## src/rtl/gea_pkg.sv

```systemverilog
// ============================================================================
// gea_pkg
// Shared types, character codes and tables for the G-code extrusion
// accumulator: line parser states, line commands and queue sizing.
// ============================================================================
package gea_pkg;

    localparam int POS_WIDTH_DEF = 32;
    localparam int SUM_WIDTH_DEF = 40;
    localparam int QUEUE_DEPTH   = 4;

    localparam logic [7:0] CH_NL    = 8'd10;
    localparam logic [7:0] CH_TAB   = 8'd9;
    localparam logic [7:0] CH_VT    = 8'd11;
    localparam logic [7:0] CH_FF    = 8'd12;
    localparam logic [7:0] CH_CR    = 8'd13;
    localparam logic [7:0] CH_SPACE = 8'd32;
    localparam logic [7:0] CH_PLUS  = 8'd43;
    localparam logic [7:0] CH_MINUS = 8'd45;
    localparam logic [7:0] CH_DOT   = 8'd46;
    localparam logic [7:0] CH_0     = 8'd48;
    localparam logic [7:0] CH_2     = 8'd50;
    localparam logic [7:0] CH_3     = 8'd51;
    localparam logic [7:0] CH_8     = 8'd56;
    localparam logic [7:0] CH_9     = 8'd57;
    localparam logic [7:0] CH_E     = 8'd69;
    localparam logic [7:0] CH_G     = 8'd71;
    localparam logic [7:0] CH_M     = 8'd77;
    localparam logic [7:0] CH_X     = 8'd88;
    localparam logic [7:0] CH_Y     = 8'd89;

    typedef enum logic [2:0] {
        PH_LEAD,
        PH_M1,
        PH_M2,
        PH_GBODY,
        PH_SKIP
    } line_phase_t;

    typedef enum logic [2:0] {
        K_NONE,
        K_M83,
        K_M82,
        K_G,
        K_GA,
        K_GB,
        K_G92
    } line_kind_t;

    typedef enum logic [2:0] {
        N_IDLE,
        N_WS,
        N_SIGN,
        N_INT,
        N_FRAC,
        N_DONE
    } num_phase_t;

    typedef enum logic [2:0] {
        OP_NONE,
        OP_M83,
        OP_M82,
        OP_G92,
        OP_GMOVE
    } op_t;

    typedef struct packed {
        op_t  op;
        logic xy_found;
    } cmd_t;

    // weight of the n-th fraction digit in micrometres
    function automatic logic [6:0] frac_scale(input logic [1:0] n);
        logic [6:0] s;
        begin
            unique case (n)
                2'd0:    s = 7'd100;
                2'd1:    s = 7'd10;
                default: s = 7'd1;
            endcase
            return s;
        end
    endfunction

endpackage

```

## src/rtl/gea_front.sv

```systemverilog
// ============================================================================
// gea_front
// Line parser: classifies each line, decodes the E word to micrometres and
// emits one command request per closed line into the queue.
// ============================================================================
module gea_front #(
    parameter int POS_WIDTH = gea_pkg::POS_WIDTH_DEF
) (
    input  logic                        aclk,
    input  logic                        aresetn,
    input  logic                        s_valid,
    output logic                        s_ready,
    input  logic [7:0]                  s_text_byte,
    input  logic                        s_chunk_end,
    input  logic                        q_full,
    output logic                        q_push,
    output gea_pkg::cmd_t               q_cmd,
    output logic signed [POS_WIDTH-1:0] q_value
);

    localparam int MW  = POS_WIDTH - 1;
    localparam int NVW = POS_WIDTH + 4;
    localparam logic [MW-1:0] MAG_MAX = {MW{1'b1}};

    gea_pkg::line_phase_t line_phase_reg, line_phase_next, phase_fed;
    gea_pkg::line_kind_t  line_kind_reg, line_kind_next, kind_fed;
    gea_pkg::num_phase_t  num_phase_reg, num_phase_next, nph_fed;
    logic          prev_blank_reg, prev_blank_next, pb_fed;
    logic          e_found_reg, e_found_next, e_fed;
    logic          xy_found_reg, xy_found_next, xy_fed;
    logic          num_neg_reg, num_neg_next, neg_fed;
    logic [MW-1:0] num_mag_reg, num_mag_next, mag_fed;
    logic [1:0]    frac_digits_reg, frac_digits_next, fd_fed;

    logic          accept, is_nl, is_blank, is_ws, is_digit, is_sign, take_int;
    logic [3:0]    digit;
    logic [NVW-1:0]       int_wide;
    logic [POS_WIDTH-1:0] frac_wide;
    logic [MW-1:0] int_sat, frac_sat;

    gea_pkg::line_kind_t  c_kind;
    logic                 c_e, c_xy, c_neg;
    logic [MW-1:0]        c_mag;
    logic [POS_WIDTH-1:0] c_mag_ext;

    assign s_ready  = !q_full;
    assign accept   = s_valid && s_ready;
    assign is_nl    = (s_text_byte == gea_pkg::CH_NL);
    assign is_blank = (s_text_byte == gea_pkg::CH_SPACE) || (s_text_byte == gea_pkg::CH_TAB);
    assign is_ws    = is_blank || (s_text_byte == gea_pkg::CH_CR)
                   || (s_text_byte == gea_pkg::CH_VT) || (s_text_byte == gea_pkg::CH_FF);
    assign is_digit = (s_text_byte >= gea_pkg::CH_0) && (s_text_byte <= gea_pkg::CH_9);
    assign is_sign  = (s_text_byte == gea_pkg::CH_PLUS) || (s_text_byte == gea_pkg::CH_MINUS);
    assign digit    = 4'(s_text_byte - gea_pkg::CH_0);

    assign int_wide  = (NVW'(num_mag_reg) << 3) + (NVW'(num_mag_reg) << 1)
                     + NVW'(digit) * NVW'(1000);
    assign int_sat   = (int_wide > NVW'(MAG_MAX)) ? MAG_MAX : int_wide[MW-1:0];
    assign frac_wide = POS_WIDTH'(num_mag_reg)
                     + POS_WIDTH'(digit) * POS_WIDTH'(gea_pkg::frac_scale(frac_digits_reg));
    assign frac_sat  = (frac_wide > POS_WIDTH'(MAG_MAX)) ? MAG_MAX : frac_wide[MW-1:0];

    assign take_int = ((num_phase_reg == gea_pkg::N_WS) && !is_ws && !is_sign)
                   || (num_phase_reg == gea_pkg::N_SIGN) || (num_phase_reg == gea_pkg::N_INT);

    always_comb begin
        phase_fed = line_phase_reg;
        kind_fed  = line_kind_reg;
        pb_fed    = prev_blank_reg;
        e_fed     = e_found_reg;
        xy_fed    = xy_found_reg;
        nph_fed   = num_phase_reg;
        neg_fed   = num_neg_reg;
        mag_fed   = num_mag_reg;
        fd_fed    = frac_digits_reg;
        unique case (line_phase_reg)
            gea_pkg::PH_LEAD: begin
                if (!is_blank) begin
                    if (s_text_byte == gea_pkg::CH_M) begin
                        phase_fed = gea_pkg::PH_M1;
                    end else if (s_text_byte == gea_pkg::CH_G) begin
                        phase_fed = gea_pkg::PH_GBODY;
                        kind_fed  = gea_pkg::K_GA;
                        pb_fed    = 1'b0;
                    end else begin
                        phase_fed = gea_pkg::PH_SKIP;
                    end
                end
            end
            gea_pkg::PH_M1: begin
                phase_fed = (s_text_byte == gea_pkg::CH_8) ? gea_pkg::PH_M2 : gea_pkg::PH_SKIP;
            end
            gea_pkg::PH_M2: begin
                if (s_text_byte == gea_pkg::CH_3) begin
                    kind_fed = gea_pkg::K_M83;
                end else if (s_text_byte == gea_pkg::CH_2) begin
                    kind_fed = gea_pkg::K_M82;
                end
                phase_fed = gea_pkg::PH_SKIP;
            end
            gea_pkg::PH_GBODY: begin
                if (line_kind_reg == gea_pkg::K_GA) begin
                    kind_fed = (s_text_byte == gea_pkg::CH_9) ? gea_pkg::K_GB : gea_pkg::K_G;
                end else if (line_kind_reg == gea_pkg::K_GB) begin
                    kind_fed = (s_text_byte == gea_pkg::CH_2) ? gea_pkg::K_G92 : gea_pkg::K_G;
                end
                if (e_found_reg) begin
                    if (take_int) begin
                        if (is_digit) begin
                            mag_fed = int_sat;
                            nph_fed = gea_pkg::N_INT;
                        end else if (s_text_byte == gea_pkg::CH_DOT) begin
                            nph_fed = gea_pkg::N_FRAC;
                        end else begin
                            nph_fed = gea_pkg::N_DONE;
                        end
                    end else if (num_phase_reg == gea_pkg::N_WS) begin
                        if (is_sign) begin
                            neg_fed = (s_text_byte == gea_pkg::CH_MINUS);
                            nph_fed = gea_pkg::N_SIGN;
                        end
                    end else if (num_phase_reg == gea_pkg::N_FRAC) begin
                        if (is_digit) begin
                            if (frac_digits_reg != 2'd3) begin
                                mag_fed = frac_sat;
                                fd_fed  = frac_digits_reg + 2'd1;
                            end
                        end else begin
                            nph_fed = gea_pkg::N_DONE;
                        end
                    end
                end else if (prev_blank_reg && (s_text_byte == gea_pkg::CH_E)) begin
                    e_fed   = 1'b1;
                    nph_fed = gea_pkg::N_WS;
                end
                if (prev_blank_reg && ((s_text_byte == gea_pkg::CH_X)
                                    || (s_text_byte == gea_pkg::CH_Y))) begin
                    xy_fed = 1'b1;
                end
                pb_fed = is_blank;
            end
            default: begin
            end
        endcase
    end

    // a newline closes on the state before it; chunk end closes after the byte
    always_comb begin
        q_push = accept && (is_nl || s_chunk_end);
        c_kind = is_nl ? line_kind_reg   : kind_fed;
        c_e    = is_nl ? e_found_reg     : e_fed;
        c_xy   = is_nl ? xy_found_reg    : xy_fed;
        c_neg  = is_nl ? num_neg_reg     : neg_fed;
        c_mag  = is_nl ? num_mag_reg     : mag_fed;
        c_mag_ext   = POS_WIDTH'(c_mag);
        q_value     = c_neg ? -c_mag_ext : c_mag_ext;
        q_cmd.xy_found = c_xy;
        priority if (c_kind == gea_pkg::K_M83) begin
            q_cmd.op = gea_pkg::OP_M83;
        end else if (c_kind == gea_pkg::K_M82) begin
            q_cmd.op = gea_pkg::OP_M82;
        end else if (c_kind == gea_pkg::K_NONE || !c_e) begin
            q_cmd.op = gea_pkg::OP_NONE;
        end else if (c_kind == gea_pkg::K_G92) begin
            q_cmd.op = gea_pkg::OP_G92;
        end else begin
            q_cmd.op = gea_pkg::OP_GMOVE;
        end
    end

    always_comb begin
        if (q_push) begin
            line_phase_next  = gea_pkg::PH_LEAD;
            line_kind_next   = gea_pkg::K_NONE;
            prev_blank_next  = 1'b0;
            e_found_next     = 1'b0;
            xy_found_next    = 1'b0;
            num_phase_next   = gea_pkg::N_IDLE;
            num_neg_next     = 1'b0;
            num_mag_next     = '0;
            frac_digits_next = 2'd0;
        end else if (accept) begin
            line_phase_next  = phase_fed;
            line_kind_next   = kind_fed;
            prev_blank_next  = pb_fed;
            e_found_next     = e_fed;
            xy_found_next    = xy_fed;
            num_phase_next   = nph_fed;
            num_neg_next     = neg_fed;
            num_mag_next     = mag_fed;
            frac_digits_next = fd_fed;
        end else begin
            line_phase_next  = line_phase_reg;
            line_kind_next   = line_kind_reg;
            prev_blank_next  = prev_blank_reg;
            e_found_next     = e_found_reg;
            xy_found_next    = xy_found_reg;
            num_phase_next   = num_phase_reg;
            num_neg_next     = num_neg_reg;
            num_mag_next     = num_mag_reg;
            frac_digits_next = frac_digits_reg;
        end
    end

    always_ff @(posedge aclk) begin
        if (!aresetn) begin
            line_phase_reg  <= gea_pkg::PH_LEAD;
            line_kind_reg   <= gea_pkg::K_NONE;
            prev_blank_reg  <= 1'b0;
            e_found_reg     <= 1'b0;
            xy_found_reg    <= 1'b0;
            num_phase_reg   <= gea_pkg::N_IDLE;
            num_neg_reg     <= 1'b0;
            num_mag_reg     <= '0;
            frac_digits_reg <= 2'd0;
        end else begin
            line_phase_reg  <= line_phase_next;
            line_kind_reg   <= line_kind_next;
            prev_blank_reg  <= prev_blank_next;
            e_found_reg     <= e_found_next;
            xy_found_reg    <= xy_found_next;
            num_phase_reg   <= num_phase_next;
            num_neg_reg     <= num_neg_next;
            num_mag_reg     <= num_mag_next;
            frac_digits_reg <= frac_digits_next;
        end
    end

    a_close_clears: assert property (@(posedge aclk) disable iff (!aresetn)
        q_push |=> (line_phase_reg == gea_pkg::PH_LEAD) && !e_found_reg && (num_mag_reg == '0))
        else $error("line state not cleared after close");

endmodule

```

## src/rtl/gea_queue.sv

```systemverilog
// ============================================================================
// gea_queue
// Short command queue between the line parser and the executor.
// ============================================================================
module gea_queue #(
    parameter int POS_WIDTH = gea_pkg::POS_WIDTH_DEF,
    parameter int DEPTH     = gea_pkg::QUEUE_DEPTH
) (
    input  logic                        aclk,
    input  logic                        aresetn,
    input  logic                        push,
    input  gea_pkg::cmd_t               push_cmd,
    input  logic signed [POS_WIDTH-1:0] push_value,
    output logic                        full,
    input  logic                        pop,
    output logic                        not_empty,
    output gea_pkg::cmd_t               pop_cmd,
    output logic signed [POS_WIDTH-1:0] pop_value
);

    localparam int PW = (DEPTH > 1) ? $clog2(DEPTH) : 1;
    localparam int CW = $clog2(DEPTH + 1);

    gea_pkg::cmd_t               cmd_reg [DEPTH];
    logic signed [POS_WIDTH-1:0] value_reg [DEPTH];
    logic [PW-1:0] wr_ptr_reg, wr_ptr_next, rd_ptr_reg, rd_ptr_next;
    logic [CW-1:0] count_reg, count_next;

    assign full      = (count_reg == CW'(DEPTH));
    assign not_empty = (count_reg != '0);
    assign pop_cmd   = cmd_reg[rd_ptr_reg];
    assign pop_value = value_reg[rd_ptr_reg];

    always_comb begin
        wr_ptr_next = push ? ((wr_ptr_reg == PW'(DEPTH - 1)) ? '0 : wr_ptr_reg + PW'(1))
                           : wr_ptr_reg;
        rd_ptr_next = pop  ? ((rd_ptr_reg == PW'(DEPTH - 1)) ? '0 : rd_ptr_reg + PW'(1))
                           : rd_ptr_reg;
        count_next  = count_reg + CW'(push) - CW'(pop);
    end

    always_ff @(posedge aclk) begin
        if (!aresetn) begin
            wr_ptr_reg <= '0;
            rd_ptr_reg <= '0;
            count_reg  <= '0;
        end else begin
            wr_ptr_reg <= wr_ptr_next;
            rd_ptr_reg <= rd_ptr_next;
            count_reg  <= count_next;
        end
    end

    always_ff @(posedge aclk) begin
        if (push) begin
            cmd_reg[wr_ptr_reg]   <= push_cmd;
            value_reg[wr_ptr_reg] <= push_value;
        end
    end

    a_no_overflow: assert property (@(posedge aclk) disable iff (!aresetn)
        !(push && full && !pop))
        else $error("queue written while full");

    a_no_underflow: assert property (@(posedge aclk) disable iff (!aresetn)
        !(pop && !not_empty))
        else $error("queue read while empty");

endmodule

```

## src/rtl/gea_back.sv

```systemverilog
// ============================================================================
// gea_back
// Executor: applies each line command to the mode flag, extruder position
// and filament total, and holds the result for the output channel.
// ============================================================================
module gea_back #(
    parameter int POS_WIDTH = gea_pkg::POS_WIDTH_DEF,
    parameter int SUM_WIDTH = gea_pkg::SUM_WIDTH_DEF
) (
    input  logic                        aclk,
    input  logic                        aresetn,
    input  logic                        q_valid,
    input  gea_pkg::cmd_t               q_cmd,
    input  logic signed [POS_WIDTH-1:0] q_value,
    output logic                        q_pop,
    output logic                        m_valid,
    input  logic                        m_ready,
    output logic [SUM_WIDTH-1:0]        m_filament_total,
    output logic signed [POS_WIDTH-1:0] m_e_position,
    output logic                        m_relative_mode,
    output logic                        m_line_had_e
);

    localparam int AW = ((SUM_WIDTH > POS_WIDTH + 1) ? SUM_WIDTH : POS_WIDTH + 1) + 1;
    localparam logic [SUM_WIDTH-1:0] SUM_MAX = {SUM_WIDTH{1'b1}};
    localparam logic signed [POS_WIDTH-1:0] POS_MAX = {1'b0, {(POS_WIDTH-1){1'b1}}};
    localparam logic signed [POS_WIDTH-1:0] POS_MIN = {1'b1, {(POS_WIDTH-1){1'b0}}};

    logic                        valid_reg, valid_next;
    logic [SUM_WIDTH-1:0]        sum_reg, sum_next;
    logic signed [POS_WIDTH-1:0] pos_reg, pos_next;
    logic                        rel_reg, rel_next;
    logic                        had_e_reg, had_e_next;

    logic signed [POS_WIDTH:0] v_ext, delta, addend, pos_sum;
    logic signed [POS_WIDTH-1:0] pos_clamped;
    logic [AW-1:0]             sum_wide;
    logic [SUM_WIDTH-1:0]      sum_sat;
    logic                      v_pos, d_pos;

    assign q_pop = q_valid && (!valid_reg || m_ready);

    assign v_ext   = {q_value[POS_WIDTH-1], q_value};
    assign delta   = v_ext - {pos_reg[POS_WIDTH-1], pos_reg};
    assign pos_sum = v_ext + {pos_reg[POS_WIDTH-1], pos_reg};
    assign v_pos   = !v_ext[POS_WIDTH] && (v_ext != '0);
    assign d_pos   = !delta[POS_WIDTH] && (delta != '0);
    assign addend  = rel_reg ? v_ext : delta;
    assign sum_wide = AW'(sum_reg) + AW'($unsigned(addend));
    assign sum_sat  = (sum_wide > AW'(SUM_MAX)) ? SUM_MAX : sum_wide[SUM_WIDTH-1:0];

    always_comb begin
        if (pos_sum[POS_WIDTH] != pos_sum[POS_WIDTH-1]) begin
            pos_clamped = pos_sum[POS_WIDTH] ? POS_MIN : POS_MAX;
        end else begin
            pos_clamped = pos_sum[POS_WIDTH-1:0];
        end
    end

    always_comb begin
        valid_next = q_pop ? 1'b1 : (m_ready ? 1'b0 : valid_reg);
        sum_next   = sum_reg;
        pos_next   = pos_reg;
        rel_next   = rel_reg;
        had_e_next = had_e_reg;
        if (q_pop) begin
            had_e_next = 1'b0;
            unique case (q_cmd.op)
                gea_pkg::OP_M83: rel_next = 1'b1;
                gea_pkg::OP_M82: rel_next = 1'b0;
                gea_pkg::OP_G92: begin
                    pos_next   = q_value;
                    had_e_next = 1'b1;
                end
                gea_pkg::OP_GMOVE: begin
                    had_e_next = 1'b1;
                    if (rel_reg) begin
                        if (v_pos && q_cmd.xy_found) begin
                            sum_next = sum_sat;
                        end else if (!q_cmd.xy_found) begin
                            pos_next = pos_clamped;
                        end
                    end else begin
                        if (d_pos && q_cmd.xy_found) begin
                            sum_next = sum_sat;
                        end
                        pos_next = q_value;
                    end
                end
                default: begin
                end
            endcase
        end
    end

    always_ff @(posedge aclk) begin
        if (!aresetn) begin
            valid_reg <= 1'b0;
            sum_reg   <= '0;
            pos_reg   <= '0;
            rel_reg   <= 1'b0;
            had_e_reg <= 1'b0;
        end else begin
            valid_reg <= valid_next;
            sum_reg   <= sum_next;
            pos_reg   <= pos_next;
            rel_reg   <= rel_next;
            had_e_reg <= had_e_next;
        end
    end

    assign m_valid          = valid_reg;
    assign m_filament_total = sum_reg;
    assign m_e_position     = pos_reg;
    assign m_relative_mode  = rel_reg;
    assign m_line_had_e     = had_e_reg;

    a_sum_monotonic: assert property (@(posedge aclk) disable iff (!aresetn)
        $past(aresetn) |-> (sum_reg >= $past(sum_reg)))
        else $error("filament total decreased");

    a_m83_sets_relative: assert property (@(posedge aclk) disable iff (!aresetn)
        (q_pop && (q_cmd.op == gea_pkg::OP_M83)) |=> m_relative_mode && !m_line_had_e)
        else $error("M83 not applied");

endmodule

```

## src/rtl/gcode_extrusion_accumulator.sv

```systemverilog
// ============================================================================
// gcode_extrusion_accumulator
// G-code text in, one extrusion summary per closed line out.
// ============================================================================
// Feed text one byte per request on s_ (s_text_byte, s_chunk_end); a newline
// or a byte with s_chunk_end set closes the line. Each closed line gives one
// request on m_ with the filament total, the extruder position, the E mode
// and whether the line was a G line carrying an E word.
// Throughput: one byte per cycle, bytes and line results alike, while m_ready
// stays high and the queue has room. The edge that takes the closing byte writes
// the line command into the queue; the executor then pops it and registers its
// result, which raises m_valid.
// Parser and executor sit on either side of a four-entry command queue; a
// stalled m_ready fills the queue and s_ready drops only when it is full.
// Results leave in line order and are held on m_ until taken.
// Reset (aresetn low at a clock edge) returns absolute mode, zero position,
// zero total and a fresh line; the block accepts bytes in the next cycle.
// ============================================================================
module gcode_extrusion_accumulator #(
    parameter int POS_WIDTH = gea_pkg::POS_WIDTH_DEF,
    parameter int SUM_WIDTH = gea_pkg::SUM_WIDTH_DEF
) (
    input  logic                        aclk,
    input  logic                        aresetn,
    input  logic                        s_valid,
    output logic                        s_ready,
    input  logic [7:0]                  s_text_byte,
    input  logic                        s_chunk_end,
    output logic                        m_valid,
    input  logic                        m_ready,
    output logic [SUM_WIDTH-1:0]        m_filament_total,
    output logic signed [POS_WIDTH-1:0] m_e_position,
    output logic                        m_relative_mode,
    output logic                        m_line_had_e
);

    logic                        push, full, pop, not_empty;
    gea_pkg::cmd_t               push_cmd, pop_cmd;
    logic signed [POS_WIDTH-1:0] push_value, pop_value;

    gea_front #(
        .POS_WIDTH (POS_WIDTH)
    ) u_front (
        .aclk        (aclk),
        .aresetn     (aresetn),
        .s_valid     (s_valid),
        .s_ready     (s_ready),
        .s_text_byte (s_text_byte),
        .s_chunk_end (s_chunk_end),
        .q_full      (full),
        .q_push      (push),
        .q_cmd       (push_cmd),
        .q_value     (push_value)
    );

    gea_queue #(
        .POS_WIDTH (POS_WIDTH),
        .DEPTH     (gea_pkg::QUEUE_DEPTH)
    ) u_queue (
        .aclk       (aclk),
        .aresetn    (aresetn),
        .push       (push),
        .push_cmd   (push_cmd),
        .push_value (push_value),
        .full       (full),
        .pop        (pop),
        .not_empty  (not_empty),
        .pop_cmd    (pop_cmd),
        .pop_value  (pop_value)
    );

    gea_back #(
        .POS_WIDTH (POS_WIDTH),
        .SUM_WIDTH (SUM_WIDTH)
    ) u_back (
        .aclk             (aclk),
        .aresetn          (aresetn),
        .q_valid          (not_empty),
        .q_cmd            (pop_cmd),
        .q_value          (pop_value),
        .q_pop            (pop),
        .m_valid          (m_valid),
        .m_ready          (m_ready),
        .m_filament_total (m_filament_total),
        .m_e_position     (m_e_position),
        .m_relative_mode  (m_relative_mode),
        .m_line_had_e     (m_line_had_e)
    );

endmodule

```

## config.mk

```make
export PLATFORM = sky130hd
export DESIGN_NAME = gcode_extrusion_accumulator
export DESIGN_NICKNAME = d
export VERILOG_FILES = /design/src/rtl/gea_pkg.sv /design/src/rtl/gea_front.sv /design/src/rtl/gea_queue.sv /design/src/rtl/gea_back.sv /design/src/rtl/gcode_extrusion_accumulator.sv
export SDC_FILE = /design/constraint.sdc
export NUM_CORES = 1
export LEC_CHECK = 0
export ABC_CLOCK_PERIOD_IN_PS = 18550
export BUFFER_PORTS_ARGS = -buffer_cell sky130_fd_sc_hd__buf_2
export CAP_MARGIN = 20
export CORE_MARGIN = 4
export CORE_UTILIZATION = 35
export CTS_BUF_LIST = sky130_fd_sc_hd__clkbuf_8
export CTS_CLUSTER_SIZE = 10
export DETAILED_ROUTE_END_ITERATION = 7
export HOLD_SLACK_MARGIN = 0.06
export PLACE_DENSITY_LB_ADDON = 0.3
export RECOVER_POWER = 50
export SYNTH_ARGS = -nofsm -noshare
export SYNTH_HDL_FRONTEND = slang
export SYNTH_SLANG_ARGS = --single-unit
```

## constraint.sdc

```tcl
create_clock -name aclk -period 18.55 [get_ports aclk]
set_input_delay 1.855 -clock aclk [delete_from_list [all_inputs] [get_ports aclk]]
set_output_delay 1.855 -clock aclk [all_outputs]
set_load 0.1 [all_outputs]
```

Word-level counts from Yosys, hierarchy flattened
Memory sizes are Yosys's and may differ from the RTL's. A register that Yosys moved wholly into a read port is not among the register bits.
Index checks and enable logic that the tools add are counted.
{"block": "classes", "n_addsub": 13, "mul": 2, "div": 0, "order_cmp": 5, "eq_ne": 49, "shifts": 0, "muxes": 82, "bitwise_logic": 3, "n_reduce_logical": 52}
{"operator": "$mux 31", "count": 11}
{"operator": "$mux 32", "count": 6}
{"operator": "$mux 40", "count": 4}
{"operator": "$mux 3", "count": 26}
{"operator": "$reduce_bool 33->1", "count": 2}
{"operator": "$eq 8x6->1 const B", "count": 8}
{"operator": "$pmux 32 s2", "count": 1}
{"operator": "$add 40x33->41", "count": 1}
{"operator": "$gt 41x40->1 const B", "count": 1}
{"operator": "$eq 8x4->1 const B", "count": 5}
{"operator": "$eq 8x7->1 const B", "count": 5}
{"operator": "$add 36x14->36", "count": 1}
{"operator": "$gt 36x31->1 const B", "count": 1}
{"operator": "$add 34x32->35", "count": 1}
{"operator": "$add 32x32->33", "count": 1}
{"operator": "$mux 33", "count": 1}
{"operator": "$sub 32x32->33", "count": 1}
{"operator": "$add 31x11->32", "count": 1}
{"operator": "$gt 32x31->1 const B", "count": 1}
{"operator": "$neg 31->32", "count": 1}
{"operator": "$mux 1", "count": 22}
{"operator": "$eq 3x2->1 const B", "count": 7}
{"operator": "$eq 3x3->1 const B", "count": 6}
{"operator": "$pmux 3 s3", "count": 2}
{"operator": "other kinds (34)", "count": 90}
{"block": "word_totals", "reg_bits": 128, "latch_bits": 0, "ram_bits": 144, "romBits": 0, "out_inout_bits": 76, "word_cells": 225, "n_memories": 2}
{"memory": "u_queue.value_reg", "words": 4, "word_bits": 32, "read_ports": 1, "rd_ports_with_merged_regs": 1, "write_ports": 1, "line_no": "gea_queue.sv:25", "text": "logic signed [POS_WIDTH-1:0] value_reg [DEPTH];"}
{"memory": "u_queue.cmd_reg", "words": 4, "word_bits": 4, "read_ports": 1, "rd_ports_with_merged_regs": 1, "write_ports": 1, "line_no": "gea_queue.sv:24", "text": "gea_pkg::cmd_t cmd_reg [DEPTH];"}

Longest topological paths before layout
Gate-level depths: netlist (run 1).
{"block": "logic_depth", "word_depth": 16, "ltp_mapped": 32, "mapped_depth_nobuf": 30}

Modules after synthesis
Synthesis (run 1) repeated with hierarchy kept, for this count alone.
{"block": "unflattened", "cells_unflattened": 2684, "hier_area_um2": 23423.7}
{"module": "gea_back", "instances": 1, "cells_per_inst": 1326, "area_each_um2": 9446.6, "seq_area_each_um2": 1501.4}
{"module": "gea_front", "instances": 1, "cells_per_inst": 1127, "area_each_um2": 8275.4, "seq_area_each_um2": 920.9}
{"module": "gea_queue", "instances": 1, "cells_per_inst": 231, "area_each_um2": 5701.7, "seq_area_each_um2": 4504.3}

Worst setup path after synthesis (run 1)
OpenSTA, ideal clock, no wires.
{"block": "synth_timing", "kind": "input -> register", "startpoint": "in s_text_byte[0]", "endpoint": "mem u_queue.value_reg[0][26] (netlist bit), data pin", "arrival_ps": 7864, "required_time_ps": 18263, "path_slack_ps": 10400, "path_stages": 29, "cell_sequence": "clkbuf_1 -> inv_1 -> fa_1 -> inv_1 -> ha_1 -> a21o_1 -> a21oi_1 -> o21ai_0 -> a21oi_1 -> o21ai_0 -> a21oi_1 -> xnor2_1 -> ha_1 -> nand2_1 -> o21ai_0 -> nand2_1 -> or3_1 -> clkbuf_1 -> nor4_2 -> mux2i_2 -> o211ai_2 -> o221a_2 -> nor2_1 -> ha_1 -> o211ai_1 -> nor4bb_1 -> buf_2 -> a41oi_1 -> xnor2_1"}
{"block": "synth_via", "elab_chain_len": 16, "word_cells_on_any_way": 48}
{"item": "from (decl)", "line_no": "gcode_extrusion_accumulator.sv:27", "text": "input logic [7:0] s_text_byte,"}
{"item": "parallel branches: the longest is 15 deep, another holds $add 31x11->32"}
{"item": "$mux 32 *", "line_no": "gea_front.sv:156", "text": "q_value = c_neg ? -c_mag_ext : c_mag_ext;"}
{"item": "net push_value[26]", "line_no": "gcode_extrusion_accumulator.sv:39", "text": "logic signed [POS_WIDTH-1:0] push_value, pop_value;"}
{"item": "to (decl)", "line_no": "gea_queue.sv:25"}
Mark *: on every way through the listed nets, which the timed path passes.

Final worst setup path (run 1)
{"block": "layout_timing", "startpoint": "in s_text_byte[0]", "endpoint": "mem u_queue.value_reg[1][26] (netlist bit), data pin"}
Same word-level chain as after synthesis.

==> results of run 1 <==
[path summary, 6_finish.rpt]
path / to / slack [ns] / start
worst max-delay path: u_queue.value_reg[1][26] / 9.31 / s_text_byte[0]
worst max register to register: u_back.m_filament_total[39] / 10.39 / flop
worst min register to register: u_back.m_line_had_e / 0.46 / u_back.m_line_had_e
worst min-delay path: u_back.m_line_had_e / 0.46 / u_back.m_line_had_e
[worst max-delay path: stages]
cell and delay [ns]:
clkbuf_1 0.60, inv_1 0.45, fa_1 0.69, inv_1 0.06, ha_1 0.31, a21o_1 0.20, a21oi_1 0.21, o21ai_0 0.11
a21oi_1 0.21, o21ai_0 0.11, a21oi_1 0.18, xnor2_1 0.10, ha_1 0.35, nand2_1 0.07, o21ai_0 0.41, nand2_1 0.13
or3_1 0.45, nor4_2 0.32, mux2i_2 0.45, o211ai_2 0.33, o221a_2 0.35, nor2_1 0.20, ha_1 0.21, o211ai_1 0.20
nor4bb_1 0.35, buf_4 0.24, a41oi_1 0.14, xnor2_1 0.33
[Yosys cell counts (all sizes together), types with 55 or more instances]
master	instances	area [um2]
nor2	246	928
o21ai	156	792
inv	156	586
dfxtp	130	2600
nor3	70	350
edfxtp	144	4320
xor2	55	482
a21oi	208	1040
xnor2	113	990
clkbuf	98	368
nand2	200	751
ha	193	2410
[layout make-up]
cell class	count	share of cell area
flip-flops and latches	274	0.277
repair buffers	110	0.0195
clock inverters	42	0.0112
well taps	855	0.0428
multi-input cells	2042	0.595
clock buffers	56	0.0308
inverters	156	0.0234
diodes	1	0.000100
[through the flow]
| step | hold slack (ns) | power [mW] |
|---|---|---|
| after CTS | 0.459 | 3.66 |
| final | 0.458 | 3.65 |
| after detailed placement | 0.451 | 3.05 |
| after floorplan | 0.429 | 2.53 |
| after global placement | 0.443 | 3.00 |
| after global routing | 0.483 | 3.93 |
[layer usage]
metal	GRT usage	wire, um	vias up
li1	-	-	9702
met1	0.249	30500	9645
met2	0.323	32200	638
met3	0.0224	3500	112
met4	0.0531	1740	0
met5	0	0	-
[logic make-up after synthesis]
logic type                 Yosys count  share of synthesized area
buffers and inverters              276                     0.0469
muxes                               56                     0.0452
AOI/OAI and AO/OA                  782                      0.234
DFF                                274                      0.303
adders and majority gates          220                      0.129
xor gates and xnor gates           168                     0.0644
and+or+nand+nor                    816                      0.177
[power by group through the flow]
stage          sequential [mW]  combinational (mW)  clock, mW
3_5_place_dp             0.769                2.28          0
5_1_grt                  0.766                2.52      0.645
6_report                 0.759                2.29      0.600
3_3_place_gp             0.766                2.23          0
4_1_cts                  0.756                2.29      0.619
2_1_floorplan            0.949                1.58          0
==> summary.txt, run 1 <==
CTS
  – CTS tree: done
  – CTS root buf: clkbuf_8
  – # resized after CTS: 0
  – Post-CTS Hold Fix Bufs: 0
  – Clock Sinks: 274
  – Clk slew on worst S/H paths: 0.06 ns
  – Worst-skew pair later-pin latency: 0.65 ns
  – TritonCTS Buffers: 52
  – Post-CTS setup buffers: 0
  – Htree depth: 2
  – Clk buf depth: 3

Pwr
  – P_sw: 1.82 mW
  – Pwr dens: 146 nW/um2
  – Share of power burned in registers: 0.208
  – Int Power: 1.83 mW
  – Clk pwr share: 0.164
  – Net Sw Frac: 0.499
  – Peak VDD IR: 0.0000644 V
  – Leakage power: 9.55 nW
  – Logic pwr share: 0.628

Setup path
  – Critical Path Start Type: input pin
  – CP Class: input pin to flop
  – Crit path arrival time: 9.64 ns
  – R2r worst-path depth: 29
  – Crit path required time: 18.95 ns
  – Crit-path max FO: 13
  – CP endpoint kind: flop

Floorplan
  – Core Area: 64500 um2
  – Die Width: 263 um
  – Row cnt: 93
  – Boundary pin count: 89
  – Die Ht: 263 um
  – Initial Utilization: 0.354
  – Die area: 69400 um2

Global routing
  – Largest net degree at the start of global routing: 72
  – GRT Total Usage: 0.188
  – Antenna violations before repair: 0
  – Grt ovf: 0
  – Vias in the first global route: 19600
  – Global-route wire length before repair: 107000 um

Layout
  – P&R area growth vs syn: 9.42%
  – Fill cells: 6464
  – Final Non-Filler Cells: 3536
  – Max reg flops: 128
  – Final core utilization: 0.388
  – Proportion of layout cells with a drive suffix above 1: 0.0772
  – Final #Nets: 2869
  – Register area: 6930 um2
  – Commonest cells after routing, fill and taps aside: nor2_1 (244), a21oi_1 (206), nand2_1 (200), ha_1 (193), inv_1 (172)
  – Post-layout instance area: 25000 um2
  – Most common cell after layout, fill and taps aside: nor2_1
  – Area of the multi-input gates: 14900 um2

Place
  – # placed instances: 3437
  – GPL Wtd Cong: 0.930
  – Place WS: 9.11 ns
  – Placed Area: 24100 um2
  – Port-buffer cells: 88
  – Hpwl dp: 51600 um

Routing
  – Antenna Violating Nets Remaining: 0
  – Detailed Route WL: 67900 um
  – DR DRC count: 0
  – Vias/cell: 5.68
  – WL per Instance: 19.2 um
  – First-pass detailed-route iteration total: 6
  – Via Count: 20100
  – DRT iter0 DRCs: 1577

Synthesis
  – Ys async rst share: 0
  – Yosys cell types: 104
  – Top_reg_cell synth: edfxtp_1
  – Register bit total from synthesis: 274
  – YS warnings: 0
  – Synthesized area per cell: 8.81 um2
  – Mapped Nets: 2825
  – Seq/Total Area, Yosys: 0.303
  – Synthesized netlist cell count: 2592
  – Post-synth EDFFs: 144
  – Mapped Area: 22800 um2

Outcome
  – Status: finished, violations left
  – Violated checks: max-capacitance violations, max-slew violations

STA
  – Final min period: 9.24 ns
  – FMAX: 108 MHz
  – Fin crit share: 0.498
  – Fin. Hold Viols: 0
  – Unrepaired setup endpoints after global routing: no
  – Setup ws final: 9.31 ns
  – Clock Skew: 0.0509 ns
  – Final Max Tran Viols: 248
  – Slew HR: -0.899
  – Worst-Margin Slew: 2.85 ns
  – Setup TNS: 0 ns
  – Finish-stage setup viols: 0

Worst hold path
  – Hold Crit Class: flop to flop
  – Worst Hold Depth: 2

Flow run
  – Max Cap Violations: 6
Power figures use the tool's default switching activity.
==> inputs of run 2 (changes only) <==
--- a/config.mk
+++ b/config.mk
@@ -5,7 +5,7 @@
 export SDC_FILE = /design/constraint.sdc
 export NUM_CORES = 1
 export LEC_CHECK = 0
-export ABC_CLOCK_PERIOD_IN_PS = 18550
+export ABC_CLOCK_PERIOD_IN_PS = 8600
 export BUFFER_PORTS_ARGS = -buffer_cell sky130_fd_sc_hd__buf_2
 export CAP_MARGIN = 20
 export CORE_MARGIN = 4
==> constraint.sdc (replaced) <==
create_clock -name aclk -period 8.6 [get_ports aclk]
set_input_delay 0.86 -clock aclk [delete_from_list [all_inputs] [get_ports aclk]]
set_output_delay 0.86 -clock aclk [all_outputs]
set_load 0.1 [all_outputs]
==> run 2 against run 1 <==
  * Critical path type is now flop to flop
  * Sequential power grew 120%
  * The run still ends with max-capacitance violations, max-slew violations left
  * Setup slack lost 8.7 ns
  * Via count grew 0.36%
  * Sequential cell count is the same
  * Largest power group unchanged
  * Die area is the same
  * Final cell count grew 0.25%
  * Final area grew 0.73%
  * Global-route usage grew 0.31 points
==> summary.txt, run 2 (synthesis results as in run 1) <==
Outcome
  – Status: finished, violations left (unchanged)
  – Violated checks: max-capacitance violations, max-slew violations (unchanged)

Floorplan
  – Initial Utilization: 0.354 (unchanged)
  – Core Area: 64500 um2 (unchanged)
  – Row cnt: 93 (unchanged)
  – Die area: 69400 um2 (unchanged)
  – Boundary pin count: 89 (unchanged)
  – Die Width: 263 um (unchanged)
  – Die Ht: 263 um (unchanged)

Pwr
  – Logic pwr share: 0.625 (was 0.628)
  – Peak VDD IR: 0.000155 V (was 0.0000644 V)
  – Int Power: 4.11 mW (was 1.83 mW)
  – Leakage power: 9.63 nW (was 9.55 nW)
  – Net Sw Frac: 0.498 (was 0.499)
  – Share of power burned in registers: 0.205 (was 0.208)
  – Design Power: 8.20 mW (was 3.65 mW)
  – P_sw: 4.08 mW (was 1.82 mW)
  – Pwr dens: 326 nW/um2 (was 146 nW/um2)
  – Clk pwr share: 0.170 (was 0.164)

CTS
  – Worst-skew pair later-pin latency: 0.64 ns (was 0.65 ns)
  – CTS root buf: clkbuf_8 (unchanged)
  – Htree depth: 2 (unchanged)
  – Clk buf depth: 3 (unchanged)
  – TritonCTS Buffers: 51 (was 52)
  – Clock Sinks: 274 (unchanged)
  – Clk slew on worst S/H paths: 0.06 ns (about the same)
  – CTS tree: done (unchanged)
  – Post-CTS setup buffers: 0 (unchanged)

Flow run
  – Max Cap Violations: 5 (was 6)

Global routing
  – GRT Total Usage: 0.191 (was 0.188)
  – Vias in the first global route: 19700 (was 19600)
  – Grt ovf: 0 (unchanged)
  – Global-route wire length before repair: 109000 um (was 107000 um)
  – Antenna violations before repair: 1 (was 0)
  – Largest net degree at the start of global routing: 63 (was 72)

Setup path
  – CP endpoint kind: flop (unchanged)
  – CP max-delay cell: mux4_2 (was fa_1)
  – CP delay by family, top: compound AO/OA/AOI/OAI gates (unchanged)
  – Crit path required time: 9.11 ns (was 18.95 ns)
  – Critical Path Start Type: flop (was input pin)
  – CP Buf/Inv Count: 2 (was 4)
  – Crit-path max FO: 12 (was 13)
  – CP Class: flop to flop (was input pin to flop)
  – Crit path arrival time: 8.47 ns (was 9.64 ns)
  – Crit path largest cell delay: 0.62 ns (was 0.69 ns)

STA
  – FMAX: 126 MHz
  – Fin crit share: 0.926
  – Setup TNS: 0 ns (unchanged)
  – Unrepaired setup endpoints after global routing: no (unchanged)
  – Final min period: 7.96 ns
  – Clock Skew: 0.0416 ns (was 0.0509 ns)
  – Finish-stage setup viols: 0 (unchanged)
  – Slew HR: -0.963 (was -0.899)
  – Final Max Tran Viols: 203 (was 248)
  – Fin. Hold Viols: 0 (unchanged)
  – Worst-Margin Slew: 2.95 ns (was 2.85 ns)

Routing
  – WL per Instance: 19.4 um (was 19.2 um)
  – Detailed Route WL: 68800 um (was 67900 um)
  – DRT iter0 DRCs: 1658 (was 1577)
  – Vias/cell: 5.69 (was 5.68)
  – Via Count: 20200 (was 20100)
  – DR DRC count: 0 (unchanged)
  – First-pass detailed-route iteration total: 6 (unchanged)
  – Antenna Violating Nets Remaining: 0 (unchanged)

Layout
  – Most common cell after layout, fill and taps aside: nor2_1 (unchanged)
  – Final #Nets: 2881 (was 2869)
  – P&R area growth vs syn: 10.2% (was 9.42%)
  – Proportion of layout cells with a drive suffix above 1: 0.0844 (was 0.0772)
  – Commonest cells after routing, fill and taps aside: nor2_1 (244), a21oi_1 (206), nand2_1 (200), ha_1 (193), inv_1 (166) (was nor2_1 (244), a21oi_1 (206), nand2_1 (200), ha_1 (193), inv_1 (172))
  – Max reg flops: 128 (unchanged)

Place
  – Port-buffer cells: 88 (unchanged)
  – GPL Wtd Cong: 0.963 (was 0.930)
  – Hpwl dp: 52000 um (was 51600 um)

Worst hold path
  – Hold Crit Class: flop to flop (unchanged)
[run 2: changes by cell type in the layout (fill, tap and decap cells not counted), sizes merged]
cell / delta
clkinvlp: -1
inv: -5
bufinv: +2
buf: +14
clkinv: -5
clkbuf: +4
[run 2: final cells by class]
| cell class | count | area (um2) |
|---|---|---|
| diodes | 1 | 2.50 |
| clock buffers | 61 | 840 |
| clock inverters | 33 | 293 |
| fillers | 6528 | 39300 |
| inverters | 156 | 586 |
| multi-input cells | 2042 | 14900 |
| flip-flops and latches | 274 | 6930 |
| well taps | 855 | 1070 |
| repair buffers | 123 | 584 |
[run 2: what timing repair did]
item | 4_1_cts | 5_1_grt
gates resized for setup | 0 | 1
hold buffers | 0 | 0
endpoints found under the setup margin | 0 | 2
[run 2: metal layers]
| layer | part of all wire | wire [um] | GRT usage | vias to the layer above |
|---|---|---|---|---|
| li1 | - | - | - | 9734 |
| met1 | 0.44 | 30400 | 0.252 | 9737 |
| met2 | 0.48 | 32800 | 0.327 | 590 |
| met3 | 0.054 | 3710 | 0.0247 | 108 |
| met4 | 0.027 | 1860 | 0.0558 | 0 |
| met5 | 0 | 0 | 0 | - |
[run 2: per-stage QoR]
step	hold WS, ns	instance area (um2)	cells	util	worst slack, ns
after floorplan	0.429	22800	2592	-	1.44
after global placement	0.442	24100	3450	0.375	0.547
final	0.459	25200	3545	0.390	0.637
after CTS	0.461	25300	3544	0.392	0.589
after detailed placement	0.447	24100	3450	0.375	0.385
after global routing	0.488	25200	3545	0.390	0.00585
[run 2: worst paths after layout]
check	start	to	slack (ns)	cells past startpoint
hold reg to reg	u_back.m_line_had_e	u_back.m_line_had_e	0.46	2
setup / recovery	flop	u_back.m_filament_total[39]	0.64	27
hold / removal	u_back.m_line_had_e	u_back.m_line_had_e	0.46	2
setup reg to reg	flop	u_back.m_filament_total[39]	0.64	27
[run 2: power by group through the flow]
stage / logic [mW] / clock network [mW] / registers, mW
after detailed placement: 5.08 / 0 / 1.71
after global placement: 4.97 / 0 / 1.70
final: 5.12 / 1.39 / 1.68
after global routing: 5.63 / 1.49 / 1.70
after CTS: 5.10 / 1.43 / 1.68
after floorplan: 3.48 / 0 / 2.13
[run 2: worst reg2reg max path, delay by kind of cell (launching register included)]
family,cells,cell delay (ns)
flops,1,0.58
compound gates,13,3.81
simple gates,9,1.39
mux,1,0.62
buf+inv,2,0.56
fa+ha+maj,2,0.86
==> inputs of run 3 (changes only) <==
--- a/config.mk
+++ b/config.mk
@@ -6,7 +6,7 @@
 export NUM_CORES = 1
 export LEC_CHECK = 0
 export ABC_CLOCK_PERIOD_IN_PS = 8600
-export BUFFER_PORTS_ARGS = -buffer_cell sky130_fd_sc_hd__buf_2
+export BUFFER_PORTS_ARGS = -buffer_cell sky130_fd_sc_hd__clkbuf_2
 export CAP_MARGIN = 20
 export CORE_MARGIN = 4
 export CORE_UTILIZATION = 35
==> run 3 against run 2 <==
  * The flow still finishes with violations (max-capacitance violations, max-slew violations)
  * Critical path depth increased by 2
  * Global-route usage about the same
  * Maximum frequency is 0.50% higher
  * Critical path type is now input pin to flop
==> summary.txt, run 3 (synthesis results as in run 1) <==
Setup path
  – CP delay by family, top: compound AO/OA/AOI/OAI gates (unchanged)
  – Crit path arrival time: 8.32 ns (was 8.47 ns)
  – CP Class: input pin to flop (was flop to flop)
  – CP endpoint kind: flop (unchanged)
  – Critical Path Start Type: input pin (was flop)
  – CP Buf/Inv Count: 5 (was 2)
  – R2r worst-path depth: 28 (was 27)
  – Crit-path max FO: 13 (was 12)
  – Reg-to-reg slack, setup: 0.79 ns (was 0.64 ns)
  – Worst r2r dst: u_back.m_filament_total[39] (unchanged)
  – Worst path most repeated cell: a21oi_1
  – Crit path required time: 8.99 ns (was 9.11 ns)
  – Crit path largest cell delay: 0.61 ns (was 0.62 ns)
  – CP max-delay cell: fa_1 (was mux4_2)

CTS
  – Clock Sinks: 274 (unchanged)
  – Post-CTS Hold Fix Bufs: 0 (unchanged)
  – TritonCTS Buffers: 49 (was 51)
  – CTS root buf: clkbuf_8 (unchanged)
  – # resized after CTS: 0 (unchanged)
  – Post-CTS setup buffers: 0 (unchanged)
  – Worst-skew pair later-pin latency: 0.64 ns (about the same)
  – Clk slew on worst S/H paths: 0.05 ns (was 0.06 ns)
  – CTS tree: done (unchanged)
  – Clk buf depth: 3 (unchanged)
  – Htree depth: 2 (unchanged)

Flow run
  – Max Cap Violations: 5 (unchanged)

Layout
  – Proportion of layout cells with a drive suffix above 1: 0.0818 (was 0.0844)
  – Area of the multi-input gates: 14900 um2 (unchanged)
  – Diode count: 0 (was 1)
  – Fill cells: 6472 (was 6528)
  – P&R area growth vs syn: 9.98% (was 10.2%)
  – Commonest cells after routing, fill and taps aside: nor2_1 (244), a21oi_1 (206), nand2_1 (200), ha_1 (193), inv_1 (173) (was nor2_1 (244), a21oi_1 (206), nand2_1 (200), ha_1 (193), inv_1 (166))
  – Most common cell after layout, fill and taps aside: nor2_1 (unchanged)
  – Final #Nets: 2881 (unchanged)
  – Register area: 6930 um2 (unchanged)
  – Max reg flops: 128 (unchanged)

STA
  – FMAX: 126 MHz (about the same)
  – Setup TNS: 0 ns (unchanged)
  – Final min period: 7.92 ns (was 7.96 ns)
  – Fin. Hold Viols: 0 (unchanged)
  – Final hold slack: 0.457 ns (was 0.459 ns)
  – Unrepaired setup endpoints after global routing: no (unchanged)
  – Worst-Margin Slew: 2.97 ns (was 2.95 ns)
  – Slew HR: -0.979 (was -0.963)
  – Final Max Tran Viols: 201 (was 203)
  – Finish-stage setup viols: 0 (unchanged)
  – Fin crit share: 0.921 (was 0.926)
  – Clock Skew: 0.0457 ns (was 0.0416 ns)

Routing
  – Via Count: 20400 (was 20200)
  – WL per Instance: 19.5 um (was 19.4 um)
  – Antenna Violating Nets Remaining: 0 (unchanged)
  – First-pass detailed-route iteration total: 7 (was 6)
  – DR DRC count: 0 (unchanged)
  – Detailed Route WL: 69200 um (was 68800 um)
  – DRT iter0 DRCs: 1776 (was 1658)
  – Vias/cell: 5.76 (was 5.69)

Floorplan
  – Core Area: 64500 um2 (unchanged)
  – Die Ht: 263 um (unchanged)
  – Die area: 69400 um2 (unchanged)
  – Row cnt: 93 (unchanged)
  – Die Width: 263 um (unchanged)
  – Initial Utilization: 0.354 (unchanged)
  – Boundary pin count: 89 (unchanged)

Pwr
  – P_sw: 4.08 mW (about the same)
  – Logic pwr share: 0.629 (was 0.625)
  – Pwr dens: 325 nW/um2 (was 326 nW/um2)
  – Design Power: 8.16 mW (was 8.20 mW)
  – Peak VDD IR: 0.000122 V (was 0.000155 V)
  – Net Sw Frac: 0.499 (was 0.498)
  – Leakage power: 9.64 nW (was 9.63 nW)
  – Int Power: 4.09 mW (was 4.11 mW)
  – Share of power burned in registers: 0.206 (was 0.205)
  – Clk pwr share: 0.165 (was 0.170)

Global routing
  – GRT Total Usage: 0.191 (about the same)
  – Largest net degree at the start of global routing: 63 (unchanged)
  – Global-route wire length before repair: 109000 um (about the same)
  – Grt ovf: 0 (unchanged)
  – Antenna violations before repair: 0 (was 1)
  – Vias in the first global route: 19900 (was 19700)

Worst hold path
  – Worst Hold Depth: 2 (unchanged)
  – Hold Crit Class: flop to flop (unchanged)
  – Worst hold start: u_front.xy_found_reg (was u_back.m_line_had_e)
  – WHS Endpoint: u_front.xy_found_reg (was u_back.m_line_had_e)

Outcome
  – Violated checks: max-capacitance violations, max-slew violations (unchanged)
  – Status: finished, violations left (unchanged)

Place
  – Hpwl dp: 52500 um (was 52000 um)
  – Port-buffer cells: 88 (unchanged)
  – GPL Wtd Cong: 0.937 (was 0.963)
-- run 3: cell count changes in the layout (fill, tap and decap cells not counted), moves of 3 or more --
cell / delta
buf_2: -11
clkbuf_2: +10
clkbuf_8: -10
inv_1: +7
clkinv_1: -3
-- run 3: worst max path at each step --
stage / startpoint / to / slack (ns) / cells past startpoint
floorplan: s_text_byte[0] / u_queue.value_reg[0][26] / 1.44 / 29
global placement: s_text_byte[2] / u_queue.value_reg[0][16] / 0.55 / 29
global route: s_text_byte[0] / u_queue.value_reg[1][16] / 0.02 / 29
detailed placement: s_text_byte[2] / u_queue.value_reg[1][16] / 0.31 / 29
finish: s_text_byte[0] / u_queue.value_reg[3][16] / 0.68 / 29
CTS: flop / u_back.m_filament_total[39] / 0.64 / 28
-- run 3: routing by layer --
| metal | vias to the layer above | GRT usage | part of all wire |
|---|---|---|---|
| li1 | 9744 | - | - |
| met1 | 9839 | 0.251 | 0.44 |
| met2 | 685 | 0.322 | 0.47 |
| met3 | 153 | 0.0250 | 0.059 |
| met4 | 0 | 0.0700 | 0.036 |
| met5 | - | 0 | 0 |
-- run 3: worst register-to-register path: cells and delay by family, from the launching register on --
kind            cells  cell delay [ns]
compound gates     16             4.29
simple gates        8             1.14
mux                 1             0.73
fa+ha+maj           2             0.73
flops               1             0.61
buf+inv             1             0.23
-- run 3: layout make-up --
type / instances / share of cell area
Clock buffer: 51 / 0.0280
Sequential cell: 274 / 0.276
Tap cell: 855 / 0.0426
Inverter: 156 / 0.0233
Multi-Input combinational cell: 2042 / 0.592
Timing Repair Buffer: 125 / 0.0237
Clock inverter: 40 / 0.0147
-- run 3: through the flow --
step	cell area, um2	instances	setup WS, ns	util
final	25100	3543	0.677	0.390
after floorplan	22800	2592	1.44	-
after global placement	24200	3452	0.554	0.375
after detailed placement	24200	3452	0.310	0.375
after CTS	25200	3543	0.640	0.391
after global routing	25100	3543	0.0204	0.390
-- run 3: power groups by stage --
stage	clock (mW)	combinational (mW)	sequential, mW
after CTS	1.39	5.11	1.68
after floorplan	0	3.48	2.13
after global routing	1.44	5.62	1.70
after detailed placement	0	5.08	1.71
after global placement	0	4.97	1.70
final	1.35	5.13	1.68
